File: src/sv/assert_macros.svh
// Assertion macros used by the decode stage of the bytecode length decoder RTL.
// Define NO_ASSERTIONS to compile the checks out.
`ifndef ASSERT_MACROS_SVH
`define ASSERT_MACROS_SVH

`ifndef NO_ASSERTIONS
`define SBLD_ASSERT(lbl, clk, rstn, prop) \
  lbl: assert property (@(posedge clk) disable iff (!rstn) prop) \
    else $error("sbld assertion failed");
`define SBLD_ASSERT_ALWAYS(lbl, clk, prop) \
  lbl: assert property (@(posedge clk) prop) \
    else $error("sbld assertion failed");
`else
`define SBLD_ASSERT(lbl, clk, rstn, prop)
`define SBLD_ASSERT_ALWAYS(lbl, clk, prop)
`endif

`endif

File: src/sv/sbld_pkg.sv
// Types, codes and the opcode table of the bytecode length decoder.
// No dependencies.
`default_nettype none

package sbld_pkg;

  localparam logic [7:0]  OP_CLOSURE   = 8'h54;
  localparam logic [7:0]  OP_HI_MASK   = 8'hF0;
  localparam logic [7:0]  OP_LO_MASK   = 8'h0F;
  localparam logic [7:0]  KIND_MAX     = 8'd3;

  typedef enum logic [3:0] {
    PH_OP   = 4'd0,
    PH_W1   = 4'd1,
    PH_W2   = 4'd2,
    PH_KIND = 4'd3,
    PH_CAPW = 4'd4
  } phase_t;

  typedef enum logic [2:0] {
    ST_OK       = 3'd0,
    ST_STOP     = 3'd1,
    ST_BAD_OP   = 3'd2,
    ST_BAD_KIND = 3'd3,
    ST_RANGE    = 3'd4
  } status_t;

  typedef enum logic [1:0] {
    POP_FIXED   = 2'd0,
    POP_WORD    = 2'd1,
    POP_WORD_P1 = 2'd2
  } pop_src_t;

  typedef enum logic [1:0] {
    CL_VALID   = 2'd0,
    CL_STOP    = 2'd1,
    CL_INVALID = 2'd2
  } cls_res_t;

  typedef struct packed {
    cls_res_t   res;
    logic [1:0] words;
    logic [1:0] push;
    logic [1:0] pop;
    pop_src_t   pop_src;
  } op_info_t;

  typedef struct packed {
    logic [7:0] code_byte;
    logic       restart;
  } in_item_t;

  // start_position sits in the low bits
  typedef struct packed {
    status_t     status;
    logic [31:0] pops;
    logic [1:0]  pushes;
    logic [33:0] length;
    logic [7:0]  opcode;
    logic [31:0] start_position;
  } result_t;

  function automatic op_info_t classify(input logic [7:0] x);
    op_info_t   r;
    logic [7:0] hx;
    logic [7:0] lx;
    logic [3:0] h;
    logic [3:0] l;
    hx = x & OP_HI_MASK;
    lx = x & OP_LO_MASK;
    h  = hx[7:4];
    l  = lx[3:0];
    r  = '{res: CL_VALID, words: 2'd0, push: 2'd0, pop: 2'd0, pop_src: POP_FIXED};
    unique case (h)
      4'h0: begin
        if (l < 4'd1 || l > 4'd13) r.res = CL_INVALID;
        else begin
          r.push = 2'd1;
          r.pop  = 2'd2;
        end
      end
      4'h1: begin
        unique case (l) inside
          4'd0, 4'd1: begin r.words = 2'd1; r.push = 2'd1; end
          4'd2: begin r.words = 2'd2; r.push = 2'd1; r.pop_src = POP_WORD; end
          4'd3, 4'd11: begin r.push = 2'd1; r.pop = 2'd2; end
          4'd4: ;
          4'd5: r.words = 2'd1;
          4'd6, 4'd7: begin r.push = 2'd1; r.pop = 2'd1; end
          4'd8: r.pop = 2'd1;
          4'd9: begin r.push = 2'd2; r.pop = 2'd1; end
          4'd10: begin r.push = 2'd2; r.pop = 2'd2; end
          default: r.res = CL_INVALID;
        endcase
      end
      4'h2, 4'h3, 4'h4: begin
        if (l > 4'd3) r.res = CL_INVALID;
        else begin
          r.words = 2'd1;
          r.push  = 2'd1;
          r.pop   = (h == 4'h4) ? 2'd1 : 2'd0;
        end
      end
      4'h5: begin
        unique case (l) inside
          4'd0, 4'd1: begin r.words = 2'd1; r.pop = 2'd1; end
          4'd2, 4'd3: r.words = 2'd2;
          4'd4: begin r.words = 2'd2; r.push = 2'd1; end
          4'd5: begin r.words = 2'd1; r.push = 2'd1; r.pop_src = POP_WORD_P1; end
          4'd6: begin r.words = 2'd2; r.push = 2'd1; r.pop_src = POP_WORD; end
          4'd7: begin r.words = 2'd2; r.push = 2'd1; r.pop = 2'd1; end
          4'd8: begin r.words = 2'd1; r.push = 2'd1; r.pop = 2'd1; end
          4'd9: begin r.words = 2'd2; r.pop = 2'd1; end
          4'd10: r.words = 2'd1;
          default: r.res = CL_INVALID;
        endcase
      end
      4'h6: begin
        if (l > 4'd6) r.res = CL_INVALID;
        else begin
          r.push = 2'd1;
          r.pop  = (l == 4'd0) ? 2'd2 : 2'd1;
        end
      end
      4'h7: begin
        unique case (l) inside
          4'd0: r.push = 2'd1;
          4'd1, 4'd2, 4'd3: begin r.push = 2'd1; r.pop = 2'd1; end
          4'd4: begin r.words = 2'd1; r.push = 2'd1; r.pop_src = POP_WORD; end
          default: r.res = CL_INVALID;
        endcase
      end
      4'hF: r.res = CL_STOP;
      default: r.res = CL_INVALID;
    endcase
    return r;
  endfunction

endpackage

`default_nettype wire

File: src/sv/sbld_in_stage.sv
// Input register of the bytecode length decoder.
// Depends on sbld_pkg.
`default_nettype none

module sbld_in_stage
  import sbld_pkg::*;
(
  input  wire logic     clk,
  input  wire logic     rst_n,
  input  wire logic     in_valid,
  output logic          in_ready,
  input  wire in_item_t in_item,
  output logic          s1_valid,
  output in_item_t      s1_item,
  input  wire logic     s1_take
);

  logic     s1_valid_r;
  logic     s1_valid_nxt;
  in_item_t s1_item_r;
  logic     load;

  assign in_ready     = !s1_valid_r || s1_take;
  assign load         = in_valid && in_ready;
  assign s1_valid_nxt = load || (s1_valid_r && !s1_take);

  always_ff @(posedge clk) begin
    if (!rst_n) begin
      s1_valid_r <= 1'b0;
    end else begin
      s1_valid_r <= s1_valid_nxt;
    end
  end

  always_ff @(posedge clk) begin
    if (load) begin
      s1_item_r <= in_item;
    end
  end

  assign s1_valid = s1_valid_r;
  assign s1_item  = s1_item_r;

endmodule

`default_nettype wire

File: src/sv/sbld_decode.sv
// Decode state and result register of the bytecode length decoder.
// Depends on sbld_pkg and assert_macros.svh.
`default_nettype none
`include "assert_macros.svh"

module sbld_decode
  import sbld_pkg::*;
(
  input  wire logic        clk,
  input  wire logic        rst_n,
  input  wire logic        s1_valid,
  input  wire in_item_t    s1_item,
  output logic             s1_take,
  input  wire logic [31:0] code_length,
  output logic             res_valid,
  output result_t          res_data,
  input  wire logic        res_ready
);

  logic [31:0] bpos_r,  bpos_nxt;
  logic [31:0] start_r, start_nxt;
  logic [7:0]  op_r,    op_nxt;
  phase_t      phase_r, phase_nxt;
  logic [1:0]  wbi_r,   wbi_nxt;
  logic [31:0] acc_r,   acc_nxt;
  logic [30:0] caps_r,  caps_nxt;
  logic        halted_r, halted_nxt;
  logic [33:0] len_r,   len_nxt;

  logic        out_valid_r;
  result_t     out_data_r;

  logic        go;
  logic        emit;
  result_t     res;
  op_info_t    cur_info;
  op_info_t    new_info;

  assign s1_take  = !out_valid_r || res_ready;
  assign go       = s1_valid && s1_take;
  assign cur_info = classify(op_r);
  assign new_info = classify(s1_item.code_byte);

  always_comb begin
    logic [7:0]  b;
    logic [31:0] pos;
    logic        halted_e;
    phase_t      phase_e;
    logic [1:0]  wbi_e;
    logic [31:0] acc_e;
    logic [30:0] caps_e;
    logic [33:0] len_inc;
    logic [31:0] acc_new;
    logic [30:0] caps_dec;
    logic        fin;
    op_info_t    fin_info;
    logic [31:0] fin_start;
    logic [7:0]  fin_op;
    logic [33:0] fin_len;

    bpos_nxt   = bpos_r;
    start_nxt  = start_r;
    op_nxt     = op_r;
    phase_nxt  = phase_r;
    wbi_nxt    = wbi_r;
    acc_nxt    = acc_r;
    caps_nxt   = caps_r;
    halted_nxt = halted_r;
    len_nxt    = len_r;
    emit       = 1'b0;
    res        = '{status: ST_OK, pops: 32'd0, pushes: 2'd0, length: 34'd0,
                   opcode: 8'd0, start_position: 32'd0};
    b          = s1_item.code_byte;
    pos        = s1_item.restart ? 32'd0 : bpos_r;
    halted_e   = s1_item.restart ? 1'b0 : halted_r;
    phase_e    = s1_item.restart ? PH_OP : phase_r;
    wbi_e      = s1_item.restart ? 2'd0 : wbi_r;
    acc_e      = s1_item.restart ? 32'd0 : acc_r;
    caps_e     = s1_item.restart ? 31'd0 : caps_r;
    len_inc    = len_r + 34'd1;
    acc_new    = (wbi_e == 2'd0) ? {24'd0, b}
                                 : (acc_e | ({24'd0, b} << {wbi_e, 3'b000}));
    caps_dec   = caps_e - 31'd1;
    fin        = 1'b0;
    fin_info   = cur_info;
    fin_start  = start_r;
    fin_op     = op_r;
    fin_len    = len_inc;

    if (go) begin
      if (s1_item.restart) begin
        bpos_nxt   = 32'd0;
        halted_nxt = 1'b0;
        phase_nxt  = PH_OP;
        wbi_nxt    = 2'd0;
        acc_nxt    = 32'd0;
        caps_nxt   = 31'd0;
      end
      if (!halted_e) begin
        bpos_nxt = pos + 32'd1;
        unique case (phase_e)
          PH_W1, PH_W2, PH_CAPW: begin
            len_nxt = len_inc;
            acc_nxt = acc_new;
            if (wbi_e != 2'd3) begin
              wbi_nxt = wbi_e + 2'd1;
            end else begin
              wbi_nxt = 2'd0;
              if (phase_e == PH_W1) begin
                if (cur_info.words == 2'd2) phase_nxt = PH_W2;
                else fin = 1'b1;
              end else if (phase_e == PH_W2) begin
                if (op_r == OP_CLOSURE && acc_new != 32'd0 && !acc_new[31]) begin
                  caps_nxt  = acc_new[30:0];
                  phase_nxt = PH_KIND;
                end else begin
                  fin = 1'b1;
                end
              end else begin
                caps_nxt = caps_dec;
                if (caps_dec == 31'd0) fin = 1'b1;
                else phase_nxt = PH_KIND;
              end
            end
          end
          PH_KIND: begin
            len_nxt = len_inc;
            if (b > KIND_MAX) begin
              halted_nxt = 1'b1;
              phase_nxt  = PH_OP;
              emit       = 1'b1;
              res        = '{status: ST_BAD_KIND, pops: 32'd0, pushes: 2'd0,
                             length: len_inc, opcode: op_r, start_position: start_r};
            end else begin
              phase_nxt = PH_CAPW;
              wbi_nxt   = 2'd0;
            end
          end
          default: begin
            phase_nxt = PH_OP;
            if (pos >= code_length) begin
              halted_nxt = 1'b1;
              emit       = 1'b1;
              res        = '{status: ST_RANGE, pops: 32'd0, pushes: 2'd0,
                             length: 34'd0, opcode: 8'd0, start_position: pos};
            end else begin
              start_nxt = pos;
              op_nxt    = b;
              len_nxt   = 34'd1;
              wbi_nxt   = 2'd0;
              if (new_info.res != CL_VALID) begin
                halted_nxt = 1'b1;
                emit       = 1'b1;
                res        = '{status: (new_info.res == CL_STOP) ? ST_STOP : ST_BAD_OP,
                               pops: 32'd0, pushes: 2'd0, length: 34'd1,
                               opcode: b, start_position: pos};
              end else if (new_info.words == 2'd0) begin
                fin       = 1'b1;
                fin_info  = new_info;
                fin_start = pos;
                fin_op    = b;
                fin_len   = 34'd1;
              end else begin
                phase_nxt = PH_W1;
              end
            end
          end
        endcase
        if (fin) begin
          phase_nxt          = PH_OP;
          emit               = 1'b1;
          res.status         = ST_OK;
          res.start_position = fin_start;
          res.opcode         = fin_op;
          res.length         = fin_len;
          res.pushes         = fin_info.push;
          case (fin_info.pop_src)
            POP_WORD:    res.pops = acc_new;
            POP_WORD_P1: res.pops = acc_new + 32'd1;
            default:     res.pops = {30'd0, fin_info.pop};
          endcase
        end
      end
    end
  end

  always_ff @(posedge clk) begin
    if (!rst_n) begin
      bpos_r      <= 32'd0;
      start_r     <= 32'd0;
      op_r        <= 8'd0;
      phase_r     <= PH_OP;
      wbi_r       <= 2'd0;
      acc_r       <= 32'd0;
      caps_r      <= 31'd0;
      halted_r    <= 1'b1;
      len_r       <= 34'd0;
      out_valid_r <= 1'b0;
    end else begin
      bpos_r   <= bpos_nxt;
      start_r  <= start_nxt;
      op_r     <= op_nxt;
      phase_r  <= phase_nxt;
      wbi_r    <= wbi_nxt;
      acc_r    <= acc_nxt;
      caps_r   <= caps_nxt;
      halted_r <= halted_nxt;
      len_r    <= len_nxt;
      if (s1_take) begin
        out_valid_r <= go && emit;
      end
    end
  end

  always_ff @(posedge clk) begin
    if (go && emit) begin
      out_data_r <= res;
    end
  end

  assign res_valid = out_valid_r;
  assign res_data  = out_data_r;

  `SBLD_ASSERT(a_err_halts, clk, rst_n, go && emit && (res.status != ST_OK) |=> halted_r)
  `SBLD_ASSERT(a_halt_idle_phase, clk, rst_n, halted_r |-> phase_r == PH_OP)
  `SBLD_ASSERT(a_wbi_in_word, clk, rst_n, (wbi_r != 2'd0) |-> (phase_r == PH_W1 || phase_r == PH_W2 || phase_r == PH_CAPW))
  `SBLD_ASSERT(a_caps_live, clk, rst_n, (phase_r == PH_KIND || phase_r == PH_CAPW) |-> caps_r != 31'd0)

endmodule

`default_nettype wire

File: src/sv/stack_bytecode_length_decoder_unit.sv
// Top level of the stack bytecode length decoder: config register, port packing.
// Depends on sbld_pkg, sbld_in_stage and sbld_decode.
//
//   channel  dir  payload                                   handshake
//   in_      in   tdata: code_byte, tuser: restart          tvalid/tready
//   out_     out  tdata: start..status (112 bits)           tvalid/tready
//   cfg_     in   wr_data: code_length                      wr_en
//
// One byte item per cycle sustained unless out_tready stalls the result register; the
// byte that completes a report passes the input register, then the result register.
// in_tready follows out_tready combinationally through the result register.
// After reset the decoder is halted until a byte with restart set arrives.
// code_length resets to 0.
`default_nettype none

module stack_bytecode_length_decoder_unit
  import sbld_pkg::*;
(
  input  wire logic         clk,
  input  wire logic         rst_n,
  input  wire logic         in_tvalid,
  output logic              in_tready,
  input  wire logic [7:0]   in_tdata,     // [7:0] code_byte
  input  wire logic [0:0]   in_tuser,     // [0] restart
  output logic              out_tvalid,
  input  wire logic         out_tready,
  output logic [111:0]      out_tdata,    // [31:0] start_position, [39:32] opcode,
                                          // [73:40] length, [75:74] pushes,
                                          // [107:76] pops, [110:108] status, [111] 0
  input  wire logic         cfg_wr_en,
  input  wire logic [31:0]  cfg_wr_data
);

  logic [31:0] code_length_r;
  in_item_t    in_item;
  logic        s1_valid;
  in_item_t    s1_item;
  logic        s1_take;
  result_t     res_data;

  always_ff @(posedge clk) begin
    if (!rst_n) begin
      code_length_r <= 32'd0;
    end else if (cfg_wr_en) begin
      code_length_r <= cfg_wr_data;
    end
  end

  assign in_item = '{code_byte: in_tdata, restart: in_tuser[0]};

  sbld_in_stage u_in_stage (
    .clk      (clk),
    .rst_n    (rst_n),
    .in_valid (in_tvalid),
    .in_ready (in_tready),
    .in_item  (in_item),
    .s1_valid (s1_valid),
    .s1_item  (s1_item),
    .s1_take  (s1_take)
  );

  sbld_decode u_decode (
    .clk         (clk),
    .rst_n       (rst_n),
    .s1_valid    (s1_valid),
    .s1_item     (s1_item),
    .s1_take     (s1_take),
    .code_length (code_length_r),
    .res_valid   (out_tvalid),
    .res_data    (res_data),
    .res_ready   (out_tready)
  );

  assign out_tdata = {1'b0, res_data};

endmodule

`default_nettype wire

File: config.mk
export PLATFORM = sky130hd
export DESIGN_NAME = stack_bytecode_length_decoder_unit
export DESIGN_NICKNAME = d
export VERILOG_FILES = /design/src/sv/sbld_pkg.sv /design/src/sv/sbld_in_stage.sv /design/src/sv/sbld_decode.sv /design/src/sv/stack_bytecode_length_decoder_unit.sv
export VERILOG_INCLUDE_DIRS = /design/src /design/src/sv
export SDC_FILE = /design/constraint.sdc
export NUM_CORES = 1
export LEC_CHECK = 0
export ABC_AREA = 1
export BUFFER_PORTS_ARGS = -buffer_cell sky130_fd_sc_hd__buf_2
export CORE_MARGIN = 8
export CORE_UTILIZATION = 55
export DETAILED_ROUTE_END_ITERATION = 10
export PLACE_DENSITY = 0.74
export SLEW_MARGIN = 10
export SYNTH_ARGS = -nofsm -noshare
export SYNTH_HDL_FRONTEND = slang
export SYNTH_HIERARCHICAL = 1
export SYNTH_SLANG_ARGS = --single-unit
File: constraint.sdc
create_clock -name clk -period 14.2 [get_ports clk]
set_input_delay 0.71 -clock clk [delete_from_list [all_inputs] [get_ports clk]]
set_output_delay 0.71 -clock clk [all_outputs]
set_load 0.02 [all_outputs]
==> flow_summary.toml <==
[setup_path]
timing.critical_path.fanout_max = 79
path_class = "reg2reg"
crit_end_element = "flop"
critical_path.reg2reg.endpoint = "u_decode/res_data[25]$_SDFFCE_PP0P_"
r2r-start = "u_in_stage/s1_item[0]$_DFFE_PP_"
rr_worst_depth = 20
timing.critical_path.arrival_ns = 8.00
timing.critical_path.required_ns = 14.38
regToRegSetupSlack_ns = 6.39
worst_setup_path_start_kind = "flop"

[yosys]
ys_dominant_reg_cell = "dfxtp_1"
postSynthCellCount = 3168
synth.cells.most_frequent = "nand2_1, nor2_1, inv_1, o21ai_0, a21oi_1"
cell_with_the_most_instances_after_synthesis = "nand2_1"
synth_area_mm2 = 0.0210
async_reset_ff_share_pct = 0
synth_edf_count = 120
netlist-cell-type-count = 53
largest_cells_by_area_after_synthesis = "dfxtp_1, edfxtp_1, nand2_1"
yosysTopAreaCell = "dfxtp_1"
yosys_synthesis_warning_count = 6
synthesis.area_per_instance_um2 = 6.62
ys_seq_area_share_pct = 37.3
synth_top_area_share_pct = 20.1
synth_nets = 3256
flip_flop_and_latch_count_after_synthesis = 330

[power_and_ir_drop]
ir_drop_v = 0.0000929
total_leakage_power_nw = 9.79
pwr_density_cell_mw_per_mm2 = 100

[clock_tree]
tritoncts = "done"
cts_resized = 0
post-cts-setup-buffer-count = 0
cts.path.max_buffers = 3
htreeDepth = 2
tritoncts_num_sinks = 330
numCtsBuffers = 37
cts_root_buffer = "clkbuf_16"
hold_buffers = 0
worstSkewPairLatency_ns = 0.57
clk_pin_slew_worst_paths_ns = 0.06

[die]
fp.dieArea_mm2 = 0.0446
core_area_mm2 = 0.0376
initial_core_util_pct = 55.8
row_count = 71
chipWidth_um = 211
num_io_pins = 160
die_h_um = 211

[detailed_routing]
route.detailed.vias_per_inst = 5.78
wirelength_um = 69900
drt_drc_violations_left = 0
wl_per_cell_um = 18.5
first_pass_iters = 6
ant_nets = 0
vias = 21805
drtIter0Drc = 2724

[layout]
antennaDiodeCount = 0
layout-drive-gt1-share_pct = 9.27
synthToLayoutAreaGrowth_pct = 10.1
nets = 3318
stdcell_count = 3770
fill_cells = 3602

[grt]
grt_max_degree = 84
globalRouteOverflowTotal = 0
grtUsageTotal_pct = 30.5
via_count_of_the_first_global_routing_pass = 19914
grt_first_pass_wirelength_um = 109000
grt_antenna_before_repair = 1

[place]
dpl.hpwl_um = 49700
place.port_buffers = 158
place.detailed.instances = 3702
globalplace.congestion = 0.961

[timing]
setup_viol = 0
timing.final.hold_violations = 0
period_minus_slack_ns = 7.81
max_freq_mhz = 128
final.setup_skew_ns = 0.0162
unrepaired_setup_endpoints_after_global_routing = "false"
final-max-slew-violation-count = 0
timing.max_slew.rel_slack_pct = 20.6
final.period_utilization_pct = 55.0
tightest_slew_ns = 1.19
timing.hold.ws_ns = 0.319
fin_setup_tns_ns = 0

[min_path]
worst_hold_path_type = "in2reg"
holdPathEnd = "u_in_stage/s1_item[3]$_DFFE_PP_"
timing.hold.worst_path_depth = 1
hold_path_startpoint = "in_tdata[2]"

[run]
cap_viol_max_count = 0

[outcome]
outcome = "finished, final reports clean"
==> worst max-delay path: stages, from the launching register on <==
cell	delay, ns
edfxtp_1	0.33
buf_4	0.37
inv_2	0.34
nand2_1	0.58
ha_1	0.51
clkinv_1	0.85
o21ai_1	0.67
ha_1	0.22
a21boi_0	0.17
nand3_1	0.12
nor2_1	0.12
nand2_1	0.08
nand2_1	0.06
buf_4	0.49
a21oi_1	0.16
nand2_2	0.15
nand3_4	0.11
nand2_4	0.46
nand2_4	0.21
nand2_4	0.42
buf_4	0.87
==> layer usage <==
layer	up-vias	wire length [µm]	global-route usage, %	share of wire (%)
met4	2	1850	9.31	2.6
met1	9971	31300	45.3	45
li1	10542	-	-	-
met3	122	7860	6.01	11
met5	-	13	0	0.019
met2	1168	28900	43.8	41
==> sequential cells by signal, indices dropped and copies added (netlist names) <==
| signal | flops |
|---|---|
| u_decode/acc_r | 32 |
| u_decode/caps_r | 31 |
| u_in_stage/s1_item | 9 |
| u_decode/op_r | 8 |
| u_decode/wbi_r | 2 |
| u_in_stage/s1_valid | 1 |
| u_decode/res_data | 111 |
| u_decode/len_r | 34 |
| u_decode/res_valid | 1 |
| u_decode/halted_r | 1 |
| code_length_r | 32 |
| u_decode/phase_r | 4 |
| u_decode/start_r | 32 |
| u_decode/bpos_r | 32 |
==> where the power goes <==
group	total, mW	switching (mW)	internal, mW
Sequential	1.04	0.0258	1.02
Clock	0.974	0.414	0.559
Combinational	0.296	0.216	0.0800
==> through the flow <==
stage,worst slack [ns],util (%),instance area [µm²],power (mW)
final,6.39,61.4,23100,2.31
after global routing,5.82,61.4,23100,2.39
after CTS,6.59,61.4,23100,2.32
after detailed placement,6.61,58.2,21900,1.35
after global placement,6.86,58.2,21900,1.34
after floorplan,8.01,-,21000,1.26
==> cell families after synthesis <==
| family | after synthesis | share of synthesized area [%] |
|---|---|---|
| AOI/OAI and AO/OA | 729 | 19.2 |
| adders and majority gates | 42 | 2.51 |
| other | 1 | 0.0179 |
| DFF | 330 | 37.3 |
| xor gates and xnor gates | 37 | 1.55 |
| and+or+nand+nor | 1479 | 29.1 |
| buffers and inverters | 550 | 10.5 |
==> cell type report <==
class / count / area, µm² / share of cell area, %
timing repair buffer: 175 / 921 / 3.99
sequential: 330 / 7810 / 33.8
clock inverter: 23 / 219 / 0.949
inverter: 398 / 1490 / 6.48
tap: 511 / 639 / 2.77
multi-input combinational: 2288 / 11000 / 47.6
clock buffer: 45 / 996 / 4.32
==> cell usage in the layout, fill, tap and decap left out, types with 3 or more instances in the layout <==
cell        count
clkinv_2        6
clkbuf_8        4
nand3_1       129
o22ai_1        27
dfxtp_1       210
o31ai_1         3
o21ai_0       294
a21oi_1       288
clkinvlp_4      4
xor2_1         29
ha_1           42
a22oi_1        24
a2111oi_0       3
inv_1         386
a21boi_0        4
a31oi_1         3
xnor2_1         8
o21ai_1         7
o21a_1          6
or2_2          12
nand2_1       722
nand4_1        22
edfxtp_1      120
o221ai_1       33
buf_2         157
o21bai_1        3
clkbuf_1        4
bufinv_16       3
nor4_1         19
nor3_1         48
o211ai_1       23
nand2_4         5
nor2_2         28
buf_4          18
clkinv_1       11
nand2_2         9
inv_2           7
clkbuf_16      37
nand3b_1        4
nor2_1        470
==> worst max path at each step <==
stage | start | to | slack, ns | cells after the start
6_report | u_in_stage/s1_item[0]$_DFFE_PP_ | u_decode/res_data[25]$_SDFFCE_PP0P_ | 6.39 | 20
2_1_floorplan | u_in_stage/s1_item[0]$_DFFE_PP_ | u_decode/res_data[0]$_SDFFCE_PP0P_ | 8.01 | 23
5_1_grt | u_in_stage/s1_item[0]$_DFFE_PP_ | u_decode/res_data[25]$_SDFFCE_PP0P_ | 5.82 | 20
3_5_place_dp | u_in_stage/s1_item[0]$_DFFE_PP_ | u_decode/res_data[30]$_SDFFCE_PP0P_ | 6.61 | 20
3_3_place_gp | u_in_stage/s1_item[0]$_DFFE_PP_ | u_decode/res_data[30]$_SDFFCE_PP0P_ | 6.86 | 20
4_1_cts | u_in_stage/s1_item[0]$_DFFE_PP_ | u_decode/res_data[22]$_SDFFCE_PP0P_ | 6.59 | 20
Power figures use the tool's default switching activity.
